`config.mk`:
```
export PLATFORM = sky130hd
export DESIGN_NAME = flc_sum_tree
export DESIGN_NICKNAME = d
export VERILOG_FILES = /design/src/sv/flc_pkg.sv /design/src/sv/flc_sum_tree.sv
export SDC_FILE = /design/constraint.sdc
export NUM_CORES = 1
export LEC_CHECK = 0
export BUFFER_PORTS_ARGS = -buffer_cell sky130_fd_sc_hd__buf_2
export CAP_MARGIN = 20
export CELL_PAD_IN_SITES_DETAIL_PLACEMENT = 0
export CELL_PAD_IN_SITES_GLOBAL_PLACEMENT = 1
export CORE_UTILIZATION = 39
export DETAILED_ROUTE_END_ITERATION = 7
export GPL_ROUTABILITY_DRIVEN = 0
export GPL_TIMING_DRIVEN = 1
export HOLD_SLACK_MARGIN = 0.15
export PLACE_DENSITY_LB_ADDON = 0.1
export RECOVER_POWER = 100
export SLEW_MARGIN = 20
export SYNTH_ARGS = -nofsm -noshare
export SYNTH_HDL_FRONTEND = slang
export SYNTH_SLANG_ARGS = --single-unit
```
`constraint.sdc`:
```
create_clock -name clk -period 2.75 [get_ports clk]
set_input_delay 0.55 -clock clk [delete_from_list [all_inputs] [get_ports clk]]
set_output_delay 0.55 -clock clk [all_outputs]
set_load 0.01 [all_outputs]
```
`src/sv/flc_pkg.sv`:
```
// Shared types and constants for the full linear convolution block.
`timescale 1ns / 1ps
`default_nettype none

package flc_pkg;

  localparam int DEF_TAPS  = 8;
  localparam int NUM_COEFF = 8;
  localparam int CFG_IDX_W = $clog2(NUM_COEFF);
  localparam int SAMPLE_W  = 16;
  localparam int COEFF_W   = 16;
  localparam int PROD_W    = SAMPLE_W + COEFF_W;
  localparam int CONV_W    = PROD_W + $clog2(NUM_COEFF);
  localparam int QDEPTH    = 6;

  typedef logic signed [SAMPLE_W-1:0] sample_t;
  typedef logic signed [COEFF_W-1:0]  coeff_t;
  typedef logic signed [PROD_W-1:0]   prod_t;

  typedef struct packed {
    logic signed [SAMPLE_W-1:0] sample;
    logic                       block_end;
  } in_item_t;

  typedef struct packed {
    logic signed [CONV_W-1:0] conv_value;
    logic                     run_end;
  } out_item_t;

  typedef struct packed {
    logic valid;
    logic run_end;
  } ctl_t;

endpackage

`default_nettype wire

```
`src/sv/flc_sum_tree.sv`:
```
// Three-level registered adder tree over the tap products.
`timescale 1ns / 1ps
`default_nettype none

module flc_sum_tree (
  input  logic                                clk,
  input  logic                                rst,
  input  flc_pkg::ctl_t                       ctl_in,
  input  flc_pkg::prod_t [flc_pkg::NUM_COEFF-1:0] prod,
  output flc_pkg::ctl_t                       ctl_out,
  output flc_pkg::out_item_t                  item
);
  import flc_pkg::*;

  localparam int L1_W = PROD_W + 1;
  localparam int L2_W = PROD_W + 2;

  logic signed [L1_W-1:0] s1 [4];
  logic signed [L2_W-1:0] s2 [2];
  ctl_t ctl1;
  ctl_t ctl2;

  always_ff @(posedge clk) begin
    if (rst) begin
      ctl1    <= '0;
      ctl2    <= '0;
      ctl_out <= '0;
    end else begin
      ctl1    <= ctl_in;
      ctl2    <= ctl1;
      ctl_out <= ctl2;
    end
  end

  always_ff @(posedge clk) begin
    for (int i = 0; i < 4; i++) begin
      s1[i] <= L1_W'($signed(prod[2*i])) + L1_W'($signed(prod[2*i+1]));
    end
    for (int j = 0; j < 2; j++) begin
      s2[j] <= L2_W'(s1[2*j]) + L2_W'(s1[2*j+1]);
    end
    item.conv_value <= CONV_W'(s2[0]) + CONV_W'(s2[1]);
    item.run_end    <= ctl2.run_end;
  end

endmodule

`default_nettype wire

```
==> flow_summary_export.csv <==
group,metric,value,unit
detailed_routing,via_per_inst,5.23,
cells_and_area,utilization,50.4,%
sta,max_clock_freq,0.364,GHz
cells_and_area,n_antenna_cell,0,
floorplanning,start_util,39.6,%
floorplanning,core_area,42000,sq um
sta,tightest_slew,0.645,ns
grt,grt_overflow,0,
hold_path,hold_path_depth,2,
power,total_power,20.6,mW
logic_synthesis,synth_area_per_cell,8.66,sq um
grt,gr-usage-all-layers,21.2,%
cts,clkLatencyLatePin,0.54,ns
place,port_buffers,297,
floorplanning,die_area,43600,sq um
cts,clk_pin_slew_worst_paths,0.06,ns
power,pwr-share-comb,55.4,%
detailed_routing,drc,0,
worst_setup_path,critical_path.max_fanout,2,
detailed_routing,drt_pass1_iterations,5,
logic_synthesis,synth_edf_count,0,
floorplanning,die_h,209,microns
place,dp_hpwl,39700,microns
cts,htree_levels,1,
logic_synthesis,synth_nets,2420,
cts,cts_buffers,28,
worst_setup_path,cp-end-kind,"flop",
detailed_routing,wl,47000,microns
power,pwr-share-seq,26.4,%
power,clockPowerShare,18.1,%
floorplanning,fp-row-count,75,
power,power_switching,8.44,mW
sta,drv_slew,0,
run,cap_violations,0,
sta,relSlewSlack,56.7,%
grt,antenna_found_initial,1,
logic_synthesis,postSynthCellCount,1925,
worst_setup_path,crit_type,"flop to flop",
sta,setup_viol,0,
worst_setup_path,arrival,3.16,ns
logic_synthesis,ys.flop_type,"dfxtp_1",
grt,grt_pass1_wl,76300,microns
power,p_leak,9.96,nW
cells_and_area,n_fill_cell,4131,
sta,rsz0062_at_grt,"yes",
grt,grt_start_max_net_pins,14,
sta,skew,0.0130,ns
outcome,status,"finished clean",
floorplanning,die-width,209,microns
detailed_routing,vias,15400,
place,dp.cells,2882,
logic_synthesis,synth_seq_cells,242,
worst_setup_path,cp.required,3.17,ns
sta,setup_tns,0,ns
logic_synthesis,yosys_warnings,0,
logic_synthesis,synthArstFlopShare,0,%
power,p_int,12.1,mW
logic_synthesis,synth_seq_area_share,29.1,%
worst_setup_path,worst_setup_path_start_kind,"flop",
sta,final-hold-violation-count,0,
cells_and_area,instances_no_fill,2938,
sta,min_period,2.75,ns
sta,hold_slack,0.234,ns
cts,cts_tree,"yes",
logic_synthesis,synth.distinct_cells,82,
sta,post-route-period-util,99.9,%
power,irDropWorstVdd,0.000591,V
cts,clock_sinks,242,
power,power_density,972,nW/um^2
detailed_routing,wire_per_inst,16.0,microns
logic_synthesis,syn_area,16700,sq um
cells_and_area,finalNetCount,2872,
floorplanning,io_pins,298,
worst_setup_path,ff2ff_path_depth,13,
cts,cts.path.max_buffers,3,
cells_and_area,drive_above_1_share,25.2,%
detailed_routing,drt_iter0_drc,729,
cts,cts_root_buf,"clkbuf_16",
hold_path,hp-class,"primary input to flop",
detailed_routing,ant_nets,0,
power,swShare,41.0,%
cells_and_area,syn2layout_area_growth,27.1,%
grt,grt_pass1_vias,15100,
-- power groups by stage --
stage	Clock (mW)	Sequential (mW)	Combinational, mW
floorplan	0	5.37	7.57
global placement	0	5.51	11.0
detailed placement	0	5.52	11.1
CTS	3.84	5.45	11.2
global route	3.99	5.55	12.7
finish	3.73	5.44	11.4
-- kinds of logic (layout without fill, tap and decap cells) --
family,after synthesis,count (layout),share of synthesized area (%)
compound gates,641,641,25.2
xor+xnor,205,205,10.8
fa+ha+maj,235,235,18.0
buf+inv,114,588,2.63
flops,242,242,29.1
mux,1,1,0.0676
simple gates,487,487,14.3
-- critical path, cell delays in order (launching register included) --
cell and delay (ns):
dfxtp_2 0.33, ha_4 0.16, inv_2 0.05, fa_2 0.21, nand2b_4 0.14, a21oi_4 0.07, o41ai_4 0.37, o31ai_4 0.13
a31o_4 0.29, buf_6 0.12, buf_6 0.11, a2111oi_4 0.29, nor2_2 0.09, xor2_2 0.28
-- repair_timing --
action,CTS,global route
pin swaps,7,19
buffers inserted,4,3
setup endpoints to repair,9,24
cloned,0,0
hold buffers,0,0
gates resized for setup,7,43
-- Yosys cell counts (all sizes together) (4+ instances only) --
| library cell | instances | area [sq um] |
|---|---|---|
| nand2b | 31 | 194 |
| a211oi | 22 | 198 |
| o22a | 5 | 43.8 |
| o211ai | 19 | 153 |
| dfxtp | 242 | 4840 |
| o221ai | 4 | 35.0 |
| a31oi | 27 | 169 |
| inv | 57 | 214 |
| a21boi | 5 | 37.5 |
| o21bai | 32 | 240 |
| nand3 | 61 | 305 |
| ha | 228 | 2850 |
| a221oi | 8 | 76.3 |
| and3 | 26 | 168 |
| clkbuf | 48 | 181 |
| and4 | 7 | 63.8 |
| and2 | 12 | 75.1 |
| a31o | 5 | 43.8 |
| o21ai | 124 | 647 |
| xnor2 | 124 | 1090 |
| or3 | 8 | 50.1 |
| o2111ai | 4 | 35.0 |
| nand2 | 129 | 484 |
| a221o | 4 | 40.0 |
| fa | 7 | 140 |
| o211a | 4 | 40.0 |
| nor2 | 114 | 428 |
| a21o | 84 | 631 |
| a21oi | 223 | 1140 |
| a211o | 8 | 70.1 |
| nand4 | 44 | 275 |
| o31ai | 13 | 118 |
| nor2b | 23 | 144 |
| a2111oi | 6 | 71.3 |
| buf | 9 | 42.5 |
| nor3 | 22 | 110 |
| a41oi | 5 | 51.3 |
| xor2 | 81 | 709 |
| o21a | 18 | 135 |
-- registers in the layout, summed over array words and instances (netlist names) --
signal / cells
item: 36
s2: 68
s1: 132
ctl2: 2
ctl1: 2
ctl_out: 2
-- stage by stage --
step           instance area, sq um  worst slack [ns]
2_1_floorplan                 16700           -0.0123
3_3_place_gp                  20000            -0.339
3_5_place_dp                  20000            -0.374
4_1_cts                       21000           -0.0131
5_1_grt                       21200           -0.0988
6_report                      21200           0.00375
-- final cells by class --
| cell class | instances | area (sq um) | share of cell area [%] |
|---|---|---|---|
| Sequential cell | 242 | 4850 | 22.9 |
| Multi-Input combinational cell | 1569 | 11600 | 54.9 |
| Tap cell | 539 | 674 | 3.18 |
| Clock inverter | 15 | 153 | 0.721 |
| Timing Repair Buffer | 479 | 2860 | 13.5 |
| Clock buffer | 37 | 806 | 3.80 |
| Inverter | 57 | 214 | 1.01 |
-- path summary, 6_finish.rpt --
kind | startpoint | to | slack [ns]
worst max-delay path | s1[0][0]$_DFF_P_ | s2[0][28]$_DFF_P_ | 0.004
worst min-delay path | ctl_in[1] | ctl1[1]$_SDFF_PP0_ | 0.23
worst max register to register | s1[0][0]$_DFF_P_ | s2[0][28]$_DFF_P_ | 0.004
worst min register to register | ctl2[0]$_SDFF_PP0_ | item[0]$_DFF_P_ | 0.35
-- per-layer routing --
| layer | part of all wire (%) | up-vias | GRT usage (%) |
|---|---|---|---|
| li1 | - | 7943 | - |
| met1 | 50 | 7053 | 30.4 |
| met2 | 43 | 315 | 34.2 |
| met3 | 4.3 | 50 | 2.48 |
| met4 | 1.9 | 0 | 4.44 |
| met5 | 0 | - | 0 |
-- placed cells by master, fill, tap and decap left out, types with 61 or more instances in the layout --
cell / instances
buf_2: 296
dfxtp_1: 238
ha_1: 223
a21oi_1: 212
buf_4: 180
nand2_1: 129
xnor2_1: 124
nor2_1: 113
o21ai_0: 98
a21o_1: 84
xor2_1: 79
nand3_1: 61
Power figures use the tool's default switching activity.
