`src/sv/flc_pkg.sv`:
```
// Shared types and constants for the full linear convolution block.
`timescale 1ns / 1ps
`default_nettype none

package flc_pkg;

  localparam int DEF_TAPS  = 8;
  localparam int NUM_COEFF = 8;
  localparam int CFG_IDX_W = $clog2(NUM_COEFF);
  localparam int SAMPLE_W  = 16;
  localparam int COEFF_W   = 16;
  localparam int PROD_W    = SAMPLE_W + COEFF_W;
  localparam int CONV_W    = PROD_W + $clog2(NUM_COEFF);
  localparam int QDEPTH    = 6;

  typedef logic signed [SAMPLE_W-1:0] sample_t;
  typedef logic signed [COEFF_W-1:0]  coeff_t;
  typedef logic signed [PROD_W-1:0]   prod_t;

  typedef struct packed {
    logic signed [SAMPLE_W-1:0] sample;
    logic                       block_end;
  } in_item_t;

  typedef struct packed {
    logic signed [CONV_W-1:0] conv_value;
    logic                     run_end;
  } out_item_t;

  typedef struct packed {
    logic valid;
    logic run_end;
  } ctl_t;

endpackage

`default_nettype wire

```
`src/sv/flc_out_queue.sv`:
```
// Small result queue that decouples the sum pipeline from the output stall.
`timescale 1ns / 1ps
`default_nettype none

module flc_out_queue #(
  parameter int DEPTH = flc_pkg::QDEPTH
) (
  input  logic               clk,
  input  logic               rst,
  input  logic               wr,
  input  flc_pkg::out_item_t wr_item,
  input  logic               rd,
  output logic               not_empty,
  output flc_pkg::out_item_t rd_item
);
  import flc_pkg::*;

  localparam int PTR_W = (DEPTH > 1) ? $clog2(DEPTH) : 1;
  localparam int CNT_W = $clog2(DEPTH + 1);

  out_item_t        mem [DEPTH];
  logic [PTR_W-1:0] wr_ptr;
  logic [PTR_W-1:0] rd_ptr;
  logic [CNT_W-1:0] count;

  function automatic logic [PTR_W-1:0] bump(input logic [PTR_W-1:0] p);
    logic [PTR_W-1:0] r;
    if (p == PTR_W'(DEPTH - 1)) r = '0;
    else r = p + PTR_W'(1);
    return r;
  endfunction

  always_ff @(posedge clk) begin
    if (wr) begin
      mem[wr_ptr] <= wr_item;
    end
  end

  always_ff @(posedge clk) begin
    if (rst) begin
      wr_ptr <= '0;
      rd_ptr <= '0;
      count  <= '0;
    end else begin
      if (wr) wr_ptr <= bump(wr_ptr);
      if (rd) rd_ptr <= bump(rd_ptr);
      count <= count + CNT_W'(wr) - CNT_W'(rd);
    end
  end

  assign not_empty = (count != '0);
  assign rd_item   = mem[rd_ptr];

endmodule

`default_nettype wire

```
`config.mk`:
```
export PLATFORM = sky130hd
export DESIGN_NAME = flc_out_queue
export DESIGN_NICKNAME = d
export VERILOG_FILES = /design/src/sv/flc_pkg.sv /design/src/sv/flc_out_queue.sv
export SDC_FILE = /design/constraint.sdc
export NUM_CORES = 1
export LEC_CHECK = 0
export ABC_CLOCK_PERIOD_IN_PS = 9710
export CAP_MARGIN = 20
export CORE_ASPECT_RATIO = 1.4
export CORE_MARGIN = 2
export CORE_UTILIZATION = 30
export CTS_BUF_LIST = sky130_fd_sc_hd__clkbuf_2
export CTS_CLUSTER_SIZE = 14
export DETAILED_ROUTE_END_ITERATION = 8
export DONT_BUFFER_PORTS = 1
export HOLD_SLACK_MARGIN = 0.12
export PLACE_DENSITY_LB_ADDON = 0.15
export REMOVE_ABC_BUFFERS = 1
export SETUP_SLACK_MARGIN = 0.1
export SYNTH_ARGS = -nofsm -noshare
export SYNTH_HDL_FRONTEND = slang
export SYNTH_SLANG_ARGS = --single-unit
```
`constraint.sdc`:
```
create_clock -name clk -period 9.71 [get_ports clk]
set_input_delay 0.971 -clock clk [delete_from_list [all_inputs] [get_ports clk]]
set_output_delay 0.971 -clock clk [all_outputs]
set_load 0.01 [all_outputs]
```
==> impl_results.md, run 1 <==
- Post-synthesis cell area: 8758 sq um
- Commonest non-fill, non-tap cell in the layout: edfxtp_1
- HP Start: wr_item[27]
- Post-route setup slack: 5.928 ns
- WP data required: 8.74 ns
- Vias: 3981
- Vias per cell: 4.545
- DIE AREA: 30600 sq um
- Port bufs: 0
- Worst reg2reg startpoint: wr_ptr[0]
- Area post-placement: 9199 sq um
- Maximum VDD drop: 0.00005766 V
- Worst Tran Pin Value: 1.060 ns
- Final Power: 0.001868 W
- Startpoint types: register
- Critical Path End Type: primary output
- Pre-antenna DRT Iters: 6
- Grt total ovfl: 0
- Register area share after synthesis: 76.80%
- Top_reg_cell synth: edfxtp_1
- Setup WS pre-CTS: 6.665 ns
- Min Tclk post-route: 3.782 ns
- Largest net degree at the start of global routing: 73
- Layout Cells excl Fill: 876
- # clock sinks: 228
- Fmax: 264.4 MHz
- Pleak: 3.147 nW
- WP data arrival: 2.81 ns
- Fraction of layout cells with a size suffix above 1: 40.69%
- Detailed Place HPWL: 9695 um
- Num rows: 74
- Setup Fix Bufs, Post-CTS: 0
- Clk slew on worst S/H paths: 0.12 ns
- Synth top area cells: edfxtp_1 (74%), mux4_2 (9.3%), mux2_2 (7.6%)
- Area of the multi-input gates: 1906 sq um
- Syn_area_per_cell: 22.46 sq um
- Initial core utilization: 30.22%
- Max_cap viols: 0
- Register area: 6735 sq um
- Status: completed
- Kind of critical path: reg -> out
- Fin area: 9876 sq um
- Skew final: 0.05079 ns
- Max FO, Critical Path: 72
- # nets final: 497
- Antenna violations before repair: 2
- Placed Instances: 761
- Post-synth top area cell: edfxtp_1
- Final hold viol count: 0
- Clk root buf: clkbuf_2
- Yosys warns: 0
- Clk_lat worst skew: 0.79 ns
- RSZ-0062 raised after global routing: false
- Cts bufs inserted: 52
- Pwr/cell area: 189.2 nW/um^2
- Post-synth EDFFs: 216
- Fin crit share: 38.95%
- Global-route usage over all layers: 12.21%
- Die H: 206.2 um
- First-pass GRT wire length: 26880 um
- I/O pin cnt: 77
- Ys async rst share: 0%
- Commonest non-fill, non-tap cells in the layout: edfxtp_1 (216), clkbuf_2 (80), mux2_2 (59), mux4_2 (36), dlygate4sd3_1 (19)
- Max Root-Sink Buffers: 3
- Slew headroom: 29.30%
- Final wirelength: 18330 um
- Fill cells: 2742
- Die W: 148.4 um
- DR DRC count: 0
- DRT iter0 DRCs: 242
- Slew Limit Fails: 0
- Vias in the first global route: 4360
- Synth cell types: 25
- Cells after Synth: 390
- Post-synth top area share: 74.06%
- Routability Congestion: 0.6677
- H-tree Lvls: 2
- Post-DRT Antenna Nets: 0
- Setup-failing EPs final: 0
- Routed length per placed instance: 20.92 um
- Core area: 28980 sq um
- CTS tree: done
- Hold WC Path Type: in -> reg
- Seq cells post-synth: 228
- Setup TNS: 0 ns
- Area Overhead vs Synth: 12.76%
-- through the flow --
stage                     util, %  hold WS (ns)
after floorplan                 -        0.4706
after global placement      31.74        0.5041
after detailed placement    31.74        0.5050
after CTS                   34.06        0.1222
after global routing        34.08        0.1320
final                       34.08        0.2666
-- where the power goes --
| group | switching (W) | internal (W) | leakage, nW |
|---|---|---|---|
| registers | 0.0000269 | 0.00110 | 2.07 |
| logic | 0.0000603 | 0.0000734 | 0.706 |
| clock network | 0.000360 | 0.000244 | 0.372 |
| total | 0.000447 | 0.00142 | 3.15 |
-- final timing paths --
check / endpoint / slack (ns) / cells after the start
worst max-delay path: rd_item[5] / 5.93 / 2
worst min-delay path: mem[4][27] / 0.27 / 0
worst max register to register: mem[2][17] / 7.39 / 3
worst min register to register: register / 0.52 / 2
-- cell families after synthesis --
group / after synthesis / share of synthesized area (%)
flip-flops: 228 / 76.80
multiplexers: 108 / 18.60
buffers and inverters: 23 / 1.729
AND/OR/NAND/NOR: 17 / 1.243
AO/OA/AOI/OAI: 9 / 0.7428
adder cells (fa/ha/maj): 3 / 0.5142
XOR/XNOR: 2 / 0.3714
-- critical path, stage by stage (launching register included) --
cell and delay [ns]:
dfxtp_4 1.06, mux2_2 0.42, mux4_2 0.52
-- cell usage after synthesis, drive strengths merged, types with 2 or more instances --
| library cell | instances |
|---|---|
| dfxtp | 12 |
| buf | 12 |
| nand4b | 2 |
| mux4 | 36 |
| ha | 2 |
| edfxtp | 216 |
| nor2 | 4 |
| mux2 | 72 |
| a21oi | 5 |
| inv | 6 |
| clkbuf | 5 |
| nor2b | 2 |
| nand4bb | 2 |
| nand2b | 3 |
| a21bo | 4 |
-- timing repair --
item | 4_1_cts | 5_1_grt
endpoints found under the hold margin | 83 | 0
gates resized for setup | 0 | 0
hold buffers | 19 | 0
-- final cells by class --
type / count / share of cell area, %
diodes: 2 / 0.05068
well taps: 380 / 4.814
clock inverters: 14 / 0.8235
repair buffers: 27 / 2.534
inverters: 6 / 0.2281
multi-input cells: 139 / 19.30
clock buffers: 80 / 4.054
flip-flops and latches: 228 / 68.20
-- flip-flops by register name, summed over array words and instances, names as in the netlist, named ones only --
name,flops
wr_ptr,3
mem,216
count,3
rd_ptr,3
-- routing by layer --
metal	vias to the layer above	GRT usage, %	wire [um]	part of all wire [%]
li1	1762	-	-	-
met1	2088	13.57	7161	39
met2	92	21.21	9554	52
met3	37	4.172	1104	6.0
met4	2	5.374	494	2.7
met5	-	0	12	0.065
Power figures use the tool's default switching activity.
==> inputs of run 2 (changes only) <==
--- a/config.mk
+++ b/config.mk
@@ -5,7 +5,7 @@
 export SDC_FILE = /design/constraint.sdc
 export NUM_CORES = 1
 export LEC_CHECK = 0
-export ABC_CLOCK_PERIOD_IN_PS = 9710
+export ABC_CLOCK_PERIOD_IN_PS = 3600
 export CAP_MARGIN = 20
 export CORE_ASPECT_RATIO = 1.4
 export CORE_MARGIN = 2
==> constraint.sdc (replaced) <==
create_clock -name clk -period 3.6 [get_ports clk]
set_input_delay 0.36 -clock clk [delete_from_list [all_inputs] [get_ports clk]]
set_output_delay 0.36 -clock clk [all_outputs]
set_load 0.01 [all_outputs]
==> run 2 against run 1 <==
Compared with the run above:
- combinational power grew to 3.2 times the previous value
- global-route usage shrank 0.079 points
- routed wire length shrank 2.8%
- die area is the same
- clock-buffer cell count shrank 12
- largest cell class unchanged
==> impl_results.md, run 2 (synthesis results as in run 1) <==
- Status: completed
- Die H: 206.2 um
- Core area: 28980 sq um
- RSZ-0062 raised after global routing: false
- H-tree Lvls: 2
- Final hold viol count: 0
- Clk root buf: clkbuf_2
- Port bufs: 0
- Startpoint types: register
- # nets final: 523
- Routability Congestion: 0.6698
- FF-to-FF path depth: 3
- Register area: 6735 sq um
- Kind of critical path: reg -> out
- Num rows: 74
- Slew Limit Fails: 0
- Vias: 4047
- Initial core utilization: 30.22%
- Fmax: 344.0 MHz
- Max_cap viols: 0
- Clk_lat worst skew: 0.83 ns
- Commonest non-fill, non-tap cells in the layout: edfxtp_1 (216), clkbuf_2 (68), mux2_2 (59), dlygate4sd3_1 (41), mux4_2 (36)
- Detailed Place HPWL: 10110 um
- Min Tclk post-route: 2.907 ns
- Worst reg2reg startpoint: wr_ptr[2]
- Fin crit share: 80.75%
- CTS tree: done
- R2R setup slack: 1.65 ns
- Worst Tran Pin Value: 0.8333 ns
- I/O pin cnt: 77
- Pre-antenna DRT Iters: 6
- Max Root-Sink Buffers: 3
- Post-CTS sizing: 0
- Slew headroom: 44.36%
- Antenna violations before repair: 3
- Die W: 148.4 um
- Skew final: 0.05272 ns
- Crit path capture: rd_item[16]
- DIE AREA: 30600 sq um
- Fraction of layout cells with a size suffix above 1: 37.81%
- Area of the multi-input gates: 1906 sq um
- Vias in the first global route: 4502
- Maximum VDD drop: 0.0002396 V
- Hold WC Path Type: in -> reg
- Pwr/cell area: 509.3 nW/um^2
- Largest net degree at the start of global routing: 73
- Routed length per placed instance: 19.73 um
- Setup Fix Bufs, Post-CTS: 0
- # clock sinks: 228
- WP data arrival: 2.55 ns
- DRT iter0 DRCs: 162
- Top reg by flops: mem
- Clk slew on worst S/H paths: 0.11 ns
- DR DRC count: 0
- Area post-placement: 9271 sq um
- Grt total ovfl: 0
- Final wirelength: 17820 um
- First-pass GRT wire length: 26920 um
- Core Util, Final: 35.25%
- Max FO, Critical Path: 72
- Fill cells: 2728
- Vias per cell: 4.482
- Fin area: 10220 sq um
- Pleak: 3.274 nW
- Critical Path End Type: primary output
- WP data required: 3.24 ns
- Max FFs per register: 216
- Area Overhead vs Synth: 16.64%
- Setup-failing EPs final: 0
- Commonest non-fill, non-tap cell in the layout: edfxtp_1
- Global-route usage over all layers: 12.13%
- Cts bufs inserted: 53
- Post-DRT Antenna Nets: 0
- R2R Path End: mem[4][21]
## run 2: where the power goes
part / internal (W) / switching [W] / leakage, nW
Sequential: 0.00298 / 0.0000493 / 2.07
Combinational: 0.000222 / 0.000207 / 0.828
Clock: 0.000744 / 0.00100 / 0.376
## run 2: critical path, cell delays in order (launching register included)
cell	delay [ns]
dfxtp_4	0.37
buf_12	0.35
mux2_2	0.42
mux4_2	0.51
## run 2: cell type report
type,instances,area share [%]
antenna,2,0.04899
clock buffer,68,3.331
clock inverter,28,1.849
inverter,6,0.2205
multi-input combinational,139,18.65
sequential,228,65.93
tap,380,4.654
timing repair buffer,52,5.315
## run 2: through the flow
stage	worst slack [ns]	instances	setup TNS (ns)	hold WS (ns)	total power (W)
after floorplan	-0.09736	373	-3.505	0.4291	0.003367
after global placement	1.563	764	0	0.4318	0.003460
after detailed placement	1.557	764	0	0.4365	0.003469
after CTS	0.5418	901	0	0.1326	0.005324
after global routing	0.5008	902	0	0.1665	0.005467
final	0.6928	903	0	0.2630	0.005203
## run 2: timing repair
action / 4_1_cts / 5_1_grt
setup endpoints to repair: 0 / 0
hold buffers: 41 / 0
endpoints found under the hold margin: 310 / 0
## run 2: how the worst min path moves through the flow
| stage | endpoint | slack [ns] | from | cells after the start |
|---|---|---|---|---|
| detailed placement | wr_ptr[2] | 0.44 | rst | 1 |
| finish | mem[3][31] | 0.26 | wr_item[31] | 1 |
| global route | mem[4][31] | 0.17 | wr_item[31] | 1 |
| floorplan | wr_ptr[0] | 0.43 | rst | 1 |
| CTS | mem[0][4] | 0.13 | wr_item[4] | 1 |
| global placement | wr_ptr[2] | 0.43 | rst | 1 |
## run 2: routing by layer
metal  share of wire (%)  GRT usage [%]  wire [um]
met1                  37          12.71       6607
met2                  55          22.29       9831
met3                 5.0          3.664        884
met4                 2.7          5.408        487
met5               0.039              0          7
