**src/sv/flc_pkg.sv**
```systemverilog
// Shared types and constants for the full linear convolution block.
`timescale 1ns / 1ps
`default_nettype none

package flc_pkg;

  localparam int DEF_TAPS  = 8;
  localparam int NUM_COEFF = 8;
  localparam int CFG_IDX_W = $clog2(NUM_COEFF);
  localparam int SAMPLE_W  = 16;
  localparam int COEFF_W   = 16;
  localparam int PROD_W    = SAMPLE_W + COEFF_W;
  localparam int CONV_W    = PROD_W + $clog2(NUM_COEFF);
  localparam int QDEPTH    = 6;

  typedef logic signed [SAMPLE_W-1:0] sample_t;
  typedef logic signed [COEFF_W-1:0]  coeff_t;
  typedef logic signed [PROD_W-1:0]   prod_t;

  typedef struct packed {
    logic signed [SAMPLE_W-1:0] sample;
    logic                       block_end;
  } in_item_t;

  typedef struct packed {
    logic signed [CONV_W-1:0] conv_value;
    logic                     run_end;
  } out_item_t;

  typedef struct packed {
    logic valid;
    logic run_end;
  } ctl_t;

endpackage

`default_nettype wire

```
**src/sv/flc_cell.sv**
```systemverilog
// One tap cell: holds a delayed sample and the registered tap product.
`timescale 1ns / 1ps
`default_nettype none

module flc_cell (
  input  logic           clk,
  input  logic           rst,
  input  logic           shift,
  input  flc_pkg::coeff_t  coeff,
  input  flc_pkg::sample_t din,
  output flc_pkg::sample_t tap,
  output flc_pkg::prod_t   prod
);
  import flc_pkg::*;

  always_ff @(posedge clk) begin
    if (rst) begin
      tap <= '0;
    end else if (shift) begin
      tap <= din;
    end
  end

  always_ff @(posedge clk) begin
    if (shift) begin
      prod <= coeff * din;
    end
  end

endmodule

`default_nettype wire

```
**config.mk**
```make
export PLATFORM = sky130hd
export DESIGN_NAME = flc_cell
export DESIGN_NICKNAME = d
export VERILOG_FILES = /design/src/sv/flc_pkg.sv /design/src/sv/flc_cell.sv
export SDC_FILE = /design/constraint.sdc
export NUM_CORES = 1
export LEC_CHECK = 0
export BUFFER_PORTS_ARGS = -buffer_cell sky130_fd_sc_hd__buf_2
export CAP_MARGIN = 25
export CORE_MARGIN = 3
export CORE_UTILIZATION = 50
export DETAILED_ROUTE_END_ITERATION = 16
export HOLD_SLACK_MARGIN = 0.02
export PLACE_DENSITY_LB_ADDON = 0.15
export SETUP_SLACK_MARGIN = 0.02
export SLEW_MARGIN = 15
export SYNTH_ARGS = -nofsm -noshare
export SYNTH_HDL_FRONTEND = slang
export SYNTH_SLANG_ARGS = --single-unit
export TNS_END_PERCENT = 1
```
**constraint.sdc**
```tcl
create_clock -name clk -period 14.3 [get_ports clk]
set_input_delay 2.145 -clock clk [delete_from_list [all_inputs] [get_ports clk]]
set_output_delay 2.145 -clock clk [all_outputs]
set_load 0.005 [all_outputs]
```
==> results.json, run 1 <==
{
  "first_pass_iters": 5,
  "hold_viol": 0,
  "max-cap-violations": 0,
  "crit_buf_inv": 4,
  "grt_use_met1": 0.296,
  "die_width_um": 156,
  "antenna_found_initial": 0,
  "num_vias": 7746,
  "numCtsBuffers": 5,
  "grt.met2_usage": 0.423,
  "worst_hold_slack_ps": 494,
  "max_freq_ghz": 0.118,
  "wl_um": 26800,
  "synth_cell_type_count": 45,
  "slew-limit-headroom": 0.532,
  "min_from": "tap[5]",
  "hold_end": "tap[5]",
  "core_area_um2": 22000,
  "hold_class": "flop to flop",
  "maxSlewViolCount": 0,
  "clk_pin_slew_ps": 70,
  "ys_warn_count": 0,
  "critical_path.top_delay_family": "adder cells",
  "crit_required_ps": 14350,
  "fillers": 1997,
  "grt_pass1_vias": 8371,
  "worst_slack_ps": 5860,
  "drc": 0,
  "die_h_um": 156,
  "grt_max_degree": 49,
  "regArea_um2": 1280,
  "gr-total-overflow": 0,
  "diodes": 0,
  "synth-edff-count": 32,
  "hold_path_depth": 2,
  "dieArea_um2": 24400,
  "insertion_delay_ps": 290,
  "status": "complete, no violations",
  "htreeDepth": 2,
  "crit_path_frequent_cell": "fa_1",
  "worstPathArrival_ps": 8490,
  "drt_iter0_markers": 365,
  "holdBufCountCts": 0,
  "dp_slack_ps": 5690,
  "grtUsageMet3": 0.0347,
  "crit_chain": "buf_2, nand2_1, inv_1, fa_1, fa_1, fa_1, fa_1, fa_1, inv_1, fa_1, inv_1, ha_1, and4_1, nand3_1, a31oi_1, nor3_1, o41ai_1, a21oi_1, xnor2_1",
  "slowest_delay_ps": 840,
  "start_util": 0.514,
  "viasPerCell": 5.21,
  "synthCells": 1155,
  "yosysSeqAreaShare": 0.114,
  "portBuffers": 82,
  "cts_tree": "done",
  "fin_util": 0.550,
  "fin_crit_ps": 8440,
  "synth.cell_area_um2": 11300,
  "synth-async-reset-ratio": 0,
  "worst_slew_pin_slew_ps": 702,
  "io_pins": 83,
  "postCtsSetupBuffers": 0,
  "syn_area_per_cell_um2": 9.76,
  "synth_nets": 1534,
  "top_usage_layer": "met2",
  "drive_gt1_frac": 0.0829,
  "antenna_left": 0,
  "ff2ff_path_depth": 2,
  "gp_congestion": 0.847,
  "rr_endpoint": "tap[14]",
  "area_delta_synth_final_pct": 7.05,
  "rsz0062_at_grt": "false",
  "cp_slowest_cell": "fa_1",
  "startpoint_type": "input pin",
  "criticalPathCategory": "input pin to flop",
  "cts_resized": 0,
  "setup_tns_ps": 0,
  "multi_input_area_um2": 8760,
  "setup_viol": 0,
  "hpwlAfterDp_um": 22100,
  "synth_seq_cells": 48,
  "rows": 54,
  "grtUsageTotal": 0.234,
  "ys.flop_type": "edfxtp_1",
  "clk_path_buf_depth": 2,
  "grt_pass1_wl_um": 44300,
  "path_max_fanout": 17,
  "cts_num_sinks": 48,
  "nets": 1585,
  "crit_path_end_kind": "flop",
  "cts.root.buffer_cell": "clkbuf_16",
  "r2r-start": "tap[14]",
  "wl_per_cell_um": 18.0,
  "fin_crit_sh": 0.590,
  "fin_skew_ps": 0,
  "rrSetupSlack_ps": 13630
}
-- cell usage in the layout, fill, tap and decap left out, drive strengths merged, types with 2 or more instances in the layout --
cell and n:
inv 291, nand3 5, nor3 6, buf 83
ha 82, nor2 42, and2 123, dfxtp 16
xnor2 28, o41ai 2, clkbuf 5, clkinv 2
a21oi 19, a211oi 5, a21o 11, nand4 2
o21bai 2, o21ai 10, nand2b 4, a31oi 2
a211o 2, mux2i 16, edfxtp 32, o31ai 2
or3 4, xor2 9, fa 262, nand2 125
o21a 3
-- worst max path at each step --
stage,startpoint,endpoint,slack [ps],cells past startpoint
floorplan,din[8],prod[25],6360,23
global placement,din[1],prod[30],5650,19
detailed placement,din[1],prod[30],5690,19
CTS,din[1],prod[30],5990,19
global route,din[1],prod[30],5620,19
finish,din[1],prod[30],5860,19
-- cell type report --
cell class              instances  area share
inverters                     291      0.0905
flip-flops and latches         48       0.106
repair buffers                 83      0.0346
clock buffers                   5      0.0104
multi-input cells             777       0.725
well taps                     280      0.0290
clock inverters                 3     0.00394
-- synthesized netlist by cell type, drive strengths merged, types with 9 or more instances --
library cell | count | area [um^2]
nor2 | 42 | 158
clkbuf | 37 | 139
nand2 | 125 | 469
inv | 291 | 1090
ha | 82 | 1030
xnor2 | 28 | 245
a21oi | 19 | 95.1
a21o | 11 | 82.6
dfxtp | 16 | 320
edfxtp | 32 | 961
and2 | 123 | 769
mux2i | 16 | 160
fa | 262 | 5250
o21ai | 10 | 50.1
xor2 | 9 | 78.8
-- state kept, by name (all words and copies together) (netlist names) --
name,cells
prod,32
tap,16
-- tightest hold or removal path, stage by stage (launching register included) --
cell     delay, ps
dfxtp_1        320
mux2i_1         70
nor2_1          70
-- through the flow --
stage,area (um^2),std cells
after floorplan,11300,1155
after global placement,11900,1479
after detailed placement,11900,1479
after CTS,12100,1487
after global routing,12100,1487
final,12100,1487
-- per-layer routing --
| layer | part of all wire | routed length (um) |
|---|---|---|
| met2 | 0.52 | 14100 |
| met5 | 0 | 0 |
| met3 | 0.054 | 1430 |
| met1 | 0.39 | 10500 |
| met4 | 0.030 | 814 |
-- kinds of logic after synthesis --
logic type,share of synthesized area
buffers and inverters,0.110
AO/OA/AOI/OAI,0.0404
adder cells (fa/ha/maj),0.556
AND/OR/NAND/NOR,0.137
XOR/XNOR,0.0287
multiplexers,0.0142
flip-flops,0.114
Power of run 1 is left out: the tool's default activity adds up to more than one toggle a clock period on the data nets, which glitch-free logic cannot reach.
==> inputs of run 2 (changes only) <==
==> constraint.sdc (replaced) <==
create_clock -name clk -period 8 [get_ports clk]
set_input_delay 1.2 -clock clk [delete_from_list [all_inputs] [get_ports clk]]
set_output_delay 1.2 -clock clk [all_outputs]
set_load 0.005 [all_outputs]
==> run 2 against run 1 <==
  * Wire length grew 2.5%
  * Critical path depth increased by 3
  * Clock-buffer cell count up 1
  * Via count barely moved
  * Worst hold slack got worse by 2.4 ps
  * Register-to-register slack lost 6300 ps
  * Sequential cell count is the same
  * First-iteration DRC count rose by 13%
  * Final cell count increased by 0.40%
  * Die area is the same
  * Global-route usage grew 0.43 points
==> results.json, run 2 (synthesized netlist as in run 1, its figures left out) <==
{
  "status": "complete, no violations",
  "crit_path_end_kind": "flop",
  "postCtsSetupBuffers": 0,
  "grt_pass1_vias": 8464,
  "crit_chain": "buf_2, nand2_1, fa_1, inv_1, fa_1, inv_1, fa_1, inv_1, fa_1, fa_1, inv_1, fa_1, inv_1, ha_1, nand3_1, a211oi_1, o211ai_1, a31oi_1, nor3_1, o41ai_1, a21oi_1, xnor2_1",
  "cts.root.buffer_cell": "clkbuf_16",
  "die_h_um": 156,
  "clk_path_buf_depth": 2,
  "slew-limit-headroom": 0.538,
  "fin_skew_ps": 0,
  "wl_um": 27500,
  "rows": 54,
  "setup_viol": 0,
  "placed_cell_area_um2": 11900,
  "fin_crit_sh": 0.900,
  "core_area_um2": 22000,
  "startpoint_type": "input pin",
  "drive_gt1_frac": 0.0874,
  "die_width_um": 156,
  "portBuffers": 82,
  "numCtsBuffers": 5,
  "area_delta_synth_final_pct": 7.59,
  "rsz0062_at_grt": "false",
  "final_cell_mix": "inv_1 (291), fa_1 (262), nand2_1 (125)",
  "gp_congestion": 0.872,
  "cp_slowest_cell": "fa_1",
  "wl_per_cell_um": 18.4,
  "io_pins": 83,
  "reg_top3": "prod: 32 flops, tap: 16 flops",
  "viasPerCell": 5.19,
  "max_freq_ghz": 0.139,
  "worst_hold_slack_ps": 492,
  "cts_tree": "done",
  "cts_num_sinks": 48,
  "start_util": 0.514,
  "crit_required_ps": 8050,
  "worstPathArrival_ps": 7260,
  "largest_reg_flops": 32,
  "crit_path_frequent_cell": "fa_1",
  "htreeDepth": 2,
  "fin_crit_ps": 7200,
  "drc": 0,
  "max-cap-violations": 0,
  "holdBufCountCts": 0,
  "path_max_fanout": 16,
  "slowest_delay_ps": 550,
  "cts_resized": 0,
  "dp_slack_ps": 500,
  "top_register": "prod",
  "clk_pin_slew_ps": 80,
  "worst_slack_ps": 797,
  "fillers": 2040,
  "nets": 1591,
  "grt_max_degree": 49,
  "setup_tns_ps": 0,
  "maxSlewViolCount": 0,
  "worst_slew_pin_slew_ps": 694,
  "num_vias": 7747,
  "criticalPathCategory": "input pin to flop",
  "grtUsageTotal": 0.239,
  "antenna_left": 0,
  "hold_viol": 0,
  "insertion_delay_ps": 290,
  "regArea_um2": 1280,
  "multi_input_area_um2": 8760,
  "crit_buf_inv": 6,
  "fin_area_um2": 12100,
  "grt_pass1_wl_um": 45100,
  "hold_class": "flop to flop",
  "gr-total-overflow": 0,
  "first_pass_iters": 5,
  "dieArea_um2": 24400,
  "diodes": 0,
  "hpwlAfterDp_um": 22300,
  "critical_path.top_delay_family": "adder cells",
  "drt_iter0_markers": 411,
  "antenna_found_initial": 0,
  "final_common_cell": "inv_1"
}
## run 2: cell types whose count changed in the layout (fill, tap and decap cells not counted), sizes merged
cell    change
buf         +6
clkinv      -2
clkbuf      +1
inv         +1
## run 2: final timing paths
check	startpoint	end	slack [ps]	cells past startpoint
hold reg to reg	tap[7]	tap[7]	490	2
setup reg to reg	tap[14]	tap[14]	7300	2
setup / recovery	coeff[7]	prod[30]	800	22
hold / removal	tap[7]	tap[7]	490	2
## run 2: layer usage
metal | global-route usage | wire length [um]
met3 | 0.0291 | 1160
met2 | 0.425 | 14200
met5 | 0 | 0
met4 | 0.0671 | 903
met1 | 0.308 | 11200
## run 2: layout make-up
type                            instances  area share
Tap cell                              280      0.0289
Clock buffer                            6      0.0124
Inverter                              291      0.0900
Sequential cell                        48       0.106
Clock inverter                          2     0.00320
Multi-Input combinational cell        777       0.722
Timing Repair Buffer                   89      0.0382
## run 2: through the flow
step,instances,util
after CTS,1493,0.552
after global placement,1485,0.544
after floorplan,1155,-
final,1493,0.552
after global routing,1493,0.552
after detailed placement,1485,0.544
## run 2: worst reg2reg max path, delay by kind of cell, from the launching register on
kind          cells  cell delay [ps]
simple gates      1              110
flops             1              430
mux               1              100
Power of run 2 is left out for the same reason.
==> inputs of run 3 (changes only) <==
--- a/config.mk
+++ b/config.mk
@@ -12,7 +12,7 @@
 export DETAILED_ROUTE_END_ITERATION = 16
 export HOLD_SLACK_MARGIN = 0.02
 export PLACE_DENSITY_LB_ADDON = 0.15
-export SETUP_SLACK_MARGIN = 0.02
+export REMOVE_ABC_BUFFERS = 1
 export SLEW_MARGIN = 15
 export SYNTH_ARGS = -nofsm -noshare
 export SYNTH_HDL_FRONTEND = slang
==> run 3 against run 2 <==
  * Cell area fell by 0.54%
  * Non-clock buffer count fell by 4
  * Clock skew unchanged
  * Critical path type unchanged
  * Sequential cell count is the same
  * Setup slack lost 40 ps
  * Critical endpoint is now prod[25]
  * First-iteration DRC count up 17%
  * Fmax fell by 0.55%
==> results.json, run 3 (synthesized netlist as in run 1, its figures left out) <==
{
  "die_h_um": 156,
  "final_common_cell": "inv_1",
  "r2r-start": "tap[7]",
  "hpwlAfterDp_um": 21600,
  "antenna_found_initial": 0,
  "hold_viol": 0,
  "max-cap-violations": 0,
  "path_max_fanout": 17,
  "gp_congestion": 0.879,
  "area_delta_synth_final_pct": 7.01,
  "startpoint_type": "input pin",
  "grt_pass1_vias": 8150,
  "grt_pass1_wl_um": 43500,
  "setup_viol": 0,
  "numCtsBuffers": 5,
  "worstPathArrival_ps": 7290,
  "antenna_left": 0,
  "rsz0062_at_grt": "false",
  "cts.root.buffer_cell": "clkbuf_16",
  "hold_end": "tap[3]",
  "io_pins": 83,
  "hold_class": "flop to flop",
  "cts_num_sinks": 48,
  "cts_tree": "done",
  "wl_met1_um": 11600,
  "rrSetupSlack_ps": 7320,
  "core_area_um2": 22000,
  "portBuffers": 82,
  "die_width_um": 156,
  "num_vias": 7669,
  "route.met2.wl_um": 13000,
  "drive_gt1_frac": 0.0844,
  "wl_um": 26400,
  "setup_tns_ps": 0,
  "crit_path_end_kind": "flop",
  "max_freq_ghz": 0.138,
  "rr_endpoint": "tap[7]",
  "drt_iter0_markers": 479,
  "crit_required_ps": 8050,
  "rows": 54,
  "top_register": "prod",
  "fin_cells": 1489,
  "dp.cells": 1481,
  "fin_crit_sh": 0.905,
  "dr_wl_met3_um": 1600,
  "maxSlewViolCount": 0,
  "largest_reg_flops": 32,
  "clk_path_buf_depth": 2,
  "final_cell_mix": "inv_1 (291), fa_1 (262), nand2_1 (125)",
  "nets": 1587,
  "viasPerCell": 5.15,
  "grtUsageTotal": 0.231,
  "criticalPathCategory": "input pin to flop",
  "hold_path_depth": 2,
  "grt_max_degree": 49,
  "first_pass_iters": 6,
  "cts_resized": 0,
  "highest_layer": "met4",
  "reg_top3": "prod: 32 flops, tap: 16 flops",
  "wl_per_cell_um": 17.7,
  "status": "complete, no violations",
  "worst_slew_pin_slew_ps": 761,
  "dieArea_um2": 24400,
  "min_from": "tap[3]",
  "fin_crit_ps": 7240,
  "holdBufCountCts": 0,
  "diodes": 0,
  "gr-total-overflow": 0,
  "insertion_delay_ps": 300,
  "slew-limit-headroom": 0.493,
  "ff2ff_path_depth": 2,
  "start_util": 0.514,
  "drc": 0,
  "postCtsSetupBuffers": 0,
  "fin_skew_ps": 0,
  "clk_pin_slew_ps": 70,
  "htreeDepth": 2
}
==> run 3: metrics by stage <==
stage / hold WS [ps] / util / instance area [um^2] / worst slack (ps)
after global routing: 517 / 0.550 / 12100 / 493
final: 490 / 0.550 / 12100 / 758
after global placement: 468 / 0.543 / 11900 / 610
after floorplan: 485 / - / 11100 / 1470
after CTS: 496 / 0.550 / 12100 / 820
after detailed placement: 476 / 0.543 / 11900 / 518
==> run 3: metal layers <==
| metal | vias up | track usage |
|---|---|---|
| met2 | 193 | 0.387 |
| met5 | - | 0 |
| met3 | 15 | 0.0366 |
| met1 | 3965 | 0.332 |
| li1 | 3496 | - |
| met4 | 0 | 0.0254 |
==> run 3: worst max path at each step <==
stage	startpoint	endpoint	slack, ps	depth (start not counted)
floorplan	coeff[8]	prod[25]	1470	20
global placement	din[7]	prod[25]	610	22
detailed placement	din[7]	prod[25]	520	22
CTS	din[7]	prod[25]	820	22
global route	din[7]	prod[25]	490	22
finish	din[7]	prod[25]	760	22
==> run 3: critical path, cell delays in order <==
cell and delay, ps:
buf_2 350, nand2_1 140, fa_1 560, inv_1 60, fa_1 490, inv_1 50
fa_1 530, inv_1 50, fa_1 490, fa_1 500, inv_1 50, fa_1 480
inv_1 40, ha_1 380, nand3_1 100, a211oi_1 430, a211oi_2 160, o31ai_2 500
a21boi_0 280, o21bai_1 200, a21oi_1 100, xnor2_1 130
==> run 3: layout make-up <==
| cell class | count | area, um^2 |
|---|---|---|
| multi-input cells | 777 | 8760 |
| clock inverters | 2 | 15.0 |
| flip-flops and latches | 48 | 1280 |
| clock buffers | 6 | 139 |
| repair buffers | 85 | 433 |
| well taps | 280 | 350 |
| fillers | 2036 | 9890 |
| inverters | 291 | 1090 |
Power of run 3 is left out for the same reason.
